**config.mk**
```make
export PLATFORM = sky130hd
export DESIGN_NAME = line_pixel_generator
export DESIGN_NICKNAME = d
export VERILOG_FILES = /design/src/sv/lpg_pkg.sv /design/src/sv/lpg_step.sv /design/src/sv/line_pixel_generator.sv
export SDC_FILE = /design/constraint.sdc
export NUM_CORES = 1
export LEC_CHECK = 0
export BUFFER_PORTS_ARGS = -buffer_cell sky130_fd_sc_hd__buf_2
export CORE_AREA = 5 5 144 146
export CTS_CLUSTER_SIZE = 12
export DETAILED_ROUTE_END_ITERATION = 12
export DIE_AREA = 0 0 149 151
export GPL_TIMING_DRIVEN = 0
export PLACE_DENSITY = 0.81
export RECOVER_POWER = 50
export SKIP_LAST_GASP = 1
export SYNTH_ARGS = -nofsm -noshare
export SYNTH_HDL_FRONTEND = slang
export SYNTH_HIERARCHICAL = 1
export SYNTH_SLANG_ARGS = --single-unit
```
**constraint.sdc**
```tcl
create_clock -name clk -period 7.65 [get_ports clk]
set_input_delay 1.1475 -clock clk [delete_from_list [all_inputs] [get_ports clk]]
set_output_delay 1.1475 -clock clk [all_outputs]
set_load 0.02 [all_outputs]
```
**src/sv/lpg_pkg.sv**
```systemverilog
// Shared types and constants for the line pixel generator.
package lpg_pkg;

  localparam int CoordBits = 12;
  localparam int ColorBits = 8;

  typedef enum logic {
    FUNC_START = 1'b0,
    FUNC_STEP  = 1'b1
  } func_t;

  typedef struct packed {
    logic signed [CoordBits-1:0] cur_x;
    logic signed [CoordBits-1:0] cur_y;
    logic [CoordBits:0]          error_acc;
    logic [CoordBits-1:0]        major_delta;
    logic [CoordBits-1:0]        minor_delta;
    logic [CoordBits-1:0]        steps_left;
    logic                        dir_x_neg;
    logic                        dir_y_neg;
    logic                        x_is_major;
    logic [ColorBits-1:0]        line_color;
    logic                        active;
  } line_state_t;

  typedef struct packed {
    logic signed [CoordBits-1:0] x;
    logic signed [CoordBits-1:0] y;
    logic [ColorBits-1:0]        color;
    logic                        last;
  } pixel_t;

endpackage

```
**src/sv/lpg_step.sv**
```systemverilog
// Next-state and pixel logic for one start or step request.
module lpg_step (
  input  lpg_pkg::line_state_t                 state,
  input  logic                                 func,
  input  logic signed [lpg_pkg::CoordBits-1:0] x_start,
  input  logic signed [lpg_pkg::CoordBits-1:0] y_start,
  input  logic signed [lpg_pkg::CoordBits-1:0] x_end,
  input  logic signed [lpg_pkg::CoordBits-1:0] y_end,
  input  logic [lpg_pkg::ColorBits-1:0]        color,
  output lpg_pkg::line_state_t                 state_next,
  output logic                                 emit,
  output lpg_pkg::pixel_t                      pixel
);

  localparam int C = lpg_pkg::CoordBits;

  logic [C:0]   dx;
  logic [C:0]   dy;
  logic [C:0]   dx_mag;
  logic [C:0]   dy_mag;
  logic [C-1:0] adx;
  logic [C-1:0] ady;
  logic         x_maj;
  logic [C-1:0] major;
  logic [C-1:0] minor;

  logic [C:0]   err_sum;
  logic         minor_move;
  logic         move_x;
  logic         move_y;
  logic [C-1:0] steps_dec;

  // start: absolute deltas and major axis selection
  always_comb begin
    dx     = {x_end[C-1], x_end} - {x_start[C-1], x_start};
    dy     = {y_end[C-1], y_end} - {y_start[C-1], y_start};
    dx_mag = dx[C] ? ((C+1)'(0) - dx) : dx;
    dy_mag = dy[C] ? ((C+1)'(0) - dy) : dy;
    adx    = dx_mag[C-1:0];
    ady    = dy_mag[C-1:0];
    x_maj  = adx > ady;
    major  = x_maj ? adx : ady;
    minor  = x_maj ? ady : adx;
  end

  // step: error update and axis moves
  always_comb begin
    err_sum    = state.error_acc + {1'b0, state.minor_delta};
    minor_move = err_sum > {1'b0, state.major_delta};
    move_x     = state.x_is_major || minor_move;
    move_y     = !state.x_is_major || minor_move;
    steps_dec  = state.steps_left - C'(1);
  end

  always_comb begin
    state_next = state;
    emit       = 1'b0;
    if (func == lpg_pkg::FUNC_START) begin
      state_next.dir_x_neg   = dx[C];
      state_next.dir_y_neg   = dy[C];
      state_next.x_is_major  = x_maj;
      state_next.major_delta = major;
      state_next.minor_delta = minor;
      state_next.error_acc   = {2'b00, major[C-1:1]};
      state_next.steps_left  = major;
      state_next.cur_x       = x_start;
      state_next.cur_y       = y_start;
      state_next.line_color  = color;
      state_next.active      = major != '0;
      emit                   = 1'b1;
    end else if (state.active) begin
      if (move_x) begin
        state_next.cur_x = state.dir_x_neg ? state.cur_x - C'(1) : state.cur_x + C'(1);
      end
      if (move_y) begin
        state_next.cur_y = state.dir_y_neg ? state.cur_y - C'(1) : state.cur_y + C'(1);
      end
      state_next.error_acc  = minor_move ? err_sum - {1'b0, state.major_delta} : err_sum;
      state_next.steps_left = steps_dec;
      state_next.active     = steps_dec != '0;
      emit                  = 1'b1;
    end
  end

  assign pixel.x     = state_next.cur_x;
  assign pixel.y     = state_next.cur_y;
  assign pixel.color = state_next.line_color;
  assign pixel.last  = !state_next.active;

endmodule

```
**src/sv/line_pixel_generator.sv**
```systemverilog
// Top level of the line pixel generator: line state, step logic and output buffer.
//
// Takes one request per cycle while in_ready is high: a start request emits the first
// pixel of a new line and each step request emits the next pixel until last_pixel marks
// the end point; a step with no line in progress emits nothing. The output has a result
// register plus a skid register: an emitted pixel goes to the skid register while the
// result register holds a pixel not yet taken, so in_ready stays high while one pixel
// waits and drops only when both hold a pixel not yet taken.
module line_pixel_generator (
  input  logic                                 clk,
  input  logic                                 rst,
  input  logic                                 in_valid,
  output logic                                 in_ready,
  input  logic                                 func,
  input  logic signed [lpg_pkg::CoordBits-1:0] x_start,
  input  logic signed [lpg_pkg::CoordBits-1:0] y_start,
  input  logic signed [lpg_pkg::CoordBits-1:0] x_end,
  input  logic signed [lpg_pkg::CoordBits-1:0] y_end,
  input  logic [lpg_pkg::ColorBits-1:0]        color,
  output logic                                 out_valid,
  input  logic                                 out_ready,
  output logic signed [lpg_pkg::CoordBits-1:0] pixel_x,
  output logic signed [lpg_pkg::CoordBits-1:0] pixel_y,
  output logic [lpg_pkg::ColorBits-1:0]        pixel_color,
  output logic                                 last_pixel
);

  lpg_pkg::line_state_t state;
  lpg_pkg::line_state_t state_next;
  lpg_pkg::pixel_t      new_pixel;
  lpg_pkg::pixel_t      out_pixel;
  lpg_pkg::pixel_t      skid_pixel;
  logic                 emit;
  logic                 skid_valid;
  logic                 accept;
  logic                 push;
  logic                 take;
  logic                 out_free;

  lpg_step u_step (
    .state      (state),
    .func       (func),
    .x_start    (x_start),
    .y_start    (y_start),
    .x_end      (x_end),
    .y_end      (y_end),
    .color      (color),
    .state_next (state_next),
    .emit       (emit),
    .pixel      (new_pixel)
  );

  assign in_ready = !skid_valid;
  assign accept   = in_valid && in_ready;
  assign push     = accept && emit;
  assign take     = out_valid && out_ready;
  assign out_free = !out_valid || take;

  always_ff @(posedge clk) begin
    if (rst) begin
      state      <= '0;
      out_valid  <= 1'b0;
      skid_valid <= 1'b0;
    end else begin
      if (accept) begin
        state <= state_next;
      end
      if (out_free) begin
        if (skid_valid) begin
          out_valid  <= 1'b1;
          skid_valid <= 1'b0;
        end else begin
          out_valid <= push;
        end
      end else if (push) begin
        skid_valid <= 1'b1;
      end
    end
  end

  always_ff @(posedge clk) begin
    if (out_free) begin
      if (skid_valid) begin
        out_pixel <= skid_pixel;
      end else if (push) begin
        out_pixel <= new_pixel;
      end
    end else if (push) begin
      skid_pixel <= new_pixel;
    end
  end

  assign pixel_x     = out_pixel.x;
  assign pixel_y     = out_pixel.y;
  assign pixel_color = out_pixel.color;
  assign last_pixel  = out_pixel.last;

endmodule
```
# == Yosys cells after proc, flatten, opt, wreduce, memory -nomap -nowiden ==
# Index checks and enable logic that the tools add are counted.
# word_totals
mem_bits_ro,0
output_inout_bits,35
latch_bits,0
mem_count,0
register_bits,153
ram_bits,0
# classes
bitwise,2
shift,0
addsub,11
n_reduce_logical,18
order_cmp,2
n_mul,0
mux,21
n_eq_ne,1
div,0
# ops
operator,count
$mux W12,10
$mux W37,2
$mux W33,2
$sub A12 B12 Y13,2
$add A12 B2 Y12 const B,2
$reduce_bool A12 Y1,2
$sub A1 B12 Y12 const A,2
$sub A12 B2 Y12 const B,2
$add A13 B12 Y13,1
$gt A13 B12 Y1,1
$mux W13,1
$sub A13 B12 Y13,1
$gt A12 B12 Y1,1
$sub A12 B1 Y12 const B,1
$mux W8,1
$reduce_and A2 Y1,4
$mux W1,5
$logic_not A1 Y1,4
$logic_and A1 B1 Y1,3
$logic_or A1 B1 Y1,3
$ne A2 B1 Y1 const B,1
$not A1 Y1,2
$reduce_bool A2 Y1,1
$reduce_or A2 Y1,1

# == Longest topological paths before layout ==
# logic_depth
word_depth,10
mapped_depth,26

# == Modules after synthesis ==
# The synthesis kept the hierarchy.
# modules_own_cells
mod,area_each_um2,cells_per_inst,n_inst,seq_area_each_um2
lpg_step,6246.0,933,1,0.0
line_pixel_generator,5403.9,483,1,3723.6

# == Worst setup path before layout ==
# Ideal clock, no wire load.
# synth_timing
kind,input -> register
startpoint,input port x_end[0] in the netlist's numbering
endpoint,"register out_pixel (netlist bit last_pixel), data pin"
setup_ps,260
required_time_ps,7390
slack_ps,1585
arrival_ps,5805
stages,21
cell_sequence,inv_1 > ha_1 > fa_1 > nand2b_1 > a21oi_1 > o31ai_1 > a2111oi_4 > nand4b_1 > or3_1 > nand3_1 > xnor2_1 > ha_1 > nand4_1 > nor2_1 > a2111oi_0 > nor2_1 > buf_2 > mux2i_1 > nor2b_1 > a41o_1 > mux2_2
# synth_rtl
element,line,rtl
from (decl),line_pixel_generator.sv:17,"input logic signed [lpg_pkg::CoordBits-1:0] x_end,"
to (signal assigned),line_pixel_generator.sv:84,out_pixel <= skid_pixel;
to (signal assigned),line_pixel_generator.sv:86,out_pixel <= new_pixel;
to (decl),line_pixel_generator.sv:31,lpg_pkg::pixel_t out_pixel;

==> summary.md <==
| Metric | Value |
|---|---|
| Count of cell types in the netlist | 70 |
| Die height | 151 um |
| Class of the most critical setup path | input port to flop |
| Clock slew seen by the registers of the worst setup and hold paths | 0.07 ns |
| Most common library cell in the layout ignoring fill and taps | sky130_fd_sc_hd__nand2_1 |
| Std-Cell Rows | 51 |
| Estimated wirelength of the detail-placed design | 24600 um |
| I/O pin total | 96 |
| Part of the Yosys area used for sequential elements | 32.0% |
| Synthesized instance count | 1416 |
| Ratio of cells with drive above 1 in the final layout | 13.3% |
| Detailed-route wire length | 33200 um |
| Quantity of hold-fixing buffers added after cts | 0 |
| Netlist area before placement | 11600 um^2 |
| Synthesized-area fraction occupied by ao, oa, aoi and oai cells | 18.6% |
| Worst-Skew Late Latency | 0.43 ns |
| Number of antenna repair diodes | 0 |
| Combinational family with the most area after synthesis | compound AO/OA/AOI/OAI gates |
| Mean number of vias per cell | 5.98 |
| Flip-flop cell with the highest count after synthesis | sky130_fd_sc_hd__dfxtp_1 |
| Post-CTS resize count | 0 |
| Met3 routed WL | 3070 um |
| Violations in the final reports | max-capacitance violations, max-slew violations |
| Routability Congestion | 0.976 |
| Final-report max-slew violation count | 27 |
| Pin count of the biggest net entering global routing | 27 |
| Start point of the worst hold path | state[1]$_SDFFE_PP0P_ |
| Final routed DRC violation total | 0 |
| Headroom to the max-slew limit | -7.04% |
| End of the worst register-to-register path | pixel_x[8]$_DFFE_PP_ |
| Commonest cells after routing, fill and taps aside | sky130_fd_sc_hd__nand2_1 (255), sky130_fd_sc_hd__a21oi_1 (149), sky130_fd_sc_hd__nor2_1 (90) |
| Flop and latch count out of synthesis | 153 |
| Final Skew | 0.0107 ns |
| RSZ-0062 raised after global routing | no |
| Upper clock frequency limit | 140 MHz |
| Violation count after the first detailed-routing iteration | 1064 |
| R2R depth | 21 |
| Layout Nets | 1683 |
| Via count of the first global-routing pass | 10200 |
| Path type of the worst min-delay path | flop to flop |
| TritonCTS clock tree | built |
| CORE AREA | 19300 um^2 |
| Simple-gate area share of the yosys netlist | 18.2% |
| # clock sinks | 153 |
| WP data arrival | 7.49 ns |
| Setup Buffers After CTS | 0 |
| Final standard cell count with taps included and fillers excluded | 1810 |
| Quantity of I/O buffers inserted on ports | 93 |
| Setup total negative slack | 0 ns |
| Vias after detailed routing | 10800 |
| DIE AREA | 22500 um^2 |
| Post-synthesis xor/xnor area fraction | 6.45% |
| Run status | complete, but fails checks |
| Reported leakage power | 0.00546 uW |
| H-tree levels | 4 |
| Maximum count of clock buffers along a single path | 2 |
| Worst Max-Slew Pin Slew | 1.61 ns |
| Growth of design area from synthesis to finish | 11.7% |
| Tcrit/Tclk final | 93.2% |
| Critical path data required time | 8.01 ns |
| R2R setup slack | 1.64 ns |
| Hold-critical path endpoint | state[1]$_SDFFE_PP0P_ |
| Post-synthesis share of cell area spent on full adders, half adders and majority gates | 10.1% |
| Inst Count DP | 1778 |
| Post-route ant nets | 0 |
| CTS Root Cell | sky130_fd_sc_hd__clkbuf_16 |
| Total track usage | 29.3% |
| Initial core utilization | 60.5% |
| Number of enable flip-flop cells after synthesis | 66 |
| Shortest period the worst path allows | 7.13 ns |
| Mux contribution to synthesized area | 7.19% |
| Overall die width | 149 um |
| Final hold violations | 0 |
| First-pass GRT wire length | 52500 um |
| Synthesized area per cell | 8.23 um^2 |
| Wire length on met1 | 14000 um |
| Number of antenna violations at the first check in global routing | 0 |
| Mapped Nets | 1567 |
| Total setup violations reported at the end of the flow | 0 |
| Number of max-cap violations | 1 |
| Hold depth | 2 |
| Syn. warnings | 6 |
| Post-synth ARST share | 0% |
| CTS Buf Count | 17 |
| Startpoint kind of the worst setup timing path | input port |
| Worst r2r src | state[24]$_SDFFE_PP0P_ |
| Uppermost routed layer | met4 |
| Max IR drop VDD | 0.000198 V |
| Metal2 WL | 15200 um |
| Average routed wire per standard cell | 18.3 um |
| Endpoint kind of the worst setup timing path | flop |
| Power per cell area | 267 nW/um^2 |
| Residual overflow from global routing | 0 |
| 1st-pass router iterations | 6 |
| Biggest fanout along the worst timing path | 10 |
==> stage by stage <==
step | setup slack [ns] | power (uW) | cell area [um^2] | utilization (%) | hold slack (ns)
final | 0.520 | 3470 | 13000 | 67.5 | 0.455
after global routing | 0.366 | 3660 | 13000 | 67.5 | 0.481
after CTS | 0.758 | 3450 | 13100 | 68.1 | 0.456
after detailed placement | 0.366 | 2570 | 12500 | 64.9 | 0.445
after global placement | 0.525 | 2540 | 12400 | 64.6 | 0.441
after floorplan | 1.58 | 2210 | 11600 | - | 0.433
==> cells in the mapped netlist (30+ instances only) <==
library cell / instances / area [um^2]
sky130_fd_sc_hd__nor2_1: 90 / 338
sky130_fd_sc_hd__xnor2_1: 51 / 447
sky130_fd_sc_hd__a21oi_1: 149 / 746
sky130_fd_sc_hd__clkbuf_1: 32 / 120
sky130_fd_sc_hd__buf_4: 33 / 248
sky130_fd_sc_hd__nand2_1: 255 / 957
sky130_fd_sc_hd__o21ai_0: 62 / 310
sky130_fd_sc_hd__ha_1: 84 / 1050
sky130_fd_sc_hd__xor2_1: 33 / 289
sky130_fd_sc_hd__mux2i_1: 33 / 330
sky130_fd_sc_hd__dfxtp_1: 87 / 1740
sky130_fd_sc_hd__edfxtp_1: 66 / 1980
sky130_fd_sc_hd__inv_1: 85 / 319
sky130_fd_sc_hd__mux2_2: 45 / 507
sky130_fd_sc_hd__a21o_1: 30 / 225
==> registers in the layout, summed over array words and instances, names as in the netlist <==
register and count:
skid_pixel 33, out_valid 1, pixel_y 12, pixel_color 8, last_pixel 1, state 85
pixel_x 12, skid_valid 1
==> metal layers <==
metal  up-vias  track usage, %
li1       5153               -
met1      5055            38.6
met2       530            49.0
met3        81            4.61
met4         0            10.5
met5         -               0
==> cells by family (layout without fill, tap and decap cells) <==
family	after synthesis	in the layout
and+or+nand+nor	481	481
AOI/OAI and AO/OA	347	347
buffers and inverters	182	311
DFF	153	153
adders and majority gates	90	90
xor gates and xnor gates	85	85
muxes	78	78
==> power breakdown <==
group | internal (uW) | switching (uW) | leakage, uW
combinational | 649 | 963 | 0.00384
sequential | 932 | 63.9 | 0.00133
clock | 496 | 368 | 0.000295
==> how the worst max path moves through the flow <==
stage	from	to	slack (ns)	depth (start not counted)
after floorplan	x_end[0]	last_pixel$_DFFE_PP_	1.58	21
after global placement	x_start[0]	state[51]$_SDFFE_PP0P_	0.52	22
after detailed placement	x_start[0]	state[51]$_SDFFE_PP0P_	0.37	22
after CTS	x_start[0]	state[51]$_SDFFE_PP0P_	0.76	22
after global routing	x_start[0]	state[51]$_SDFFE_PP0P_	0.37	22
final	x_start[0]	state[51]$_SDFFE_PP0P_	0.52	22
==> worst max-delay path, stage by stage <==
cell	delay [ns]
sky130_fd_sc_hd__buf_2	0.12
sky130_fd_sc_hd__ha_1	0.22
sky130_fd_sc_hd__fa_1	0.41
sky130_fd_sc_hd__nand2b_1	0.19
sky130_fd_sc_hd__a21oi_1	0.38
sky130_fd_sc_hd__o31ai_1	0.20
sky130_fd_sc_hd__a2111oi_4	0.43
sky130_fd_sc_hd__nand4b_1	0.22
sky130_fd_sc_hd__or3_1	0.38
sky130_fd_sc_hd__nand3_1	0.09
sky130_fd_sc_hd__xnor2_1	0.21
sky130_fd_sc_hd__ha_1	0.32
sky130_fd_sc_hd__nand4_1	0.15
sky130_fd_sc_hd__nor2_1	0.07
sky130_fd_sc_hd__a2111oi_0	0.99
sky130_fd_sc_hd__nor2_1	0.26
sky130_fd_sc_hd__buf_2	0.29
sky130_fd_sc_hd__buf_2	0.23
sky130_fd_sc_hd__a211oi_1	0.77
sky130_fd_sc_hd__or2_2	0.23
sky130_fd_sc_hd__nand2_1	0.04
sky130_fd_sc_hd__a21oi_1	0.11
==> area by class of cell <==
class / instances / area [um^2]
Fill cell: 1623 / 6260
Inverter: 85 / 319
Clock buffer: 20 / 479
Clock inverter: 12 / 124
Sequential cell: 153 / 3720
Multi-Input combinational cell: 1081 / 7040
Timing Repair Buffer: 97 / 438
Tap cell: 265 / 332
Buffer: 97 / 557
Power figures use the tool's default switching activity.
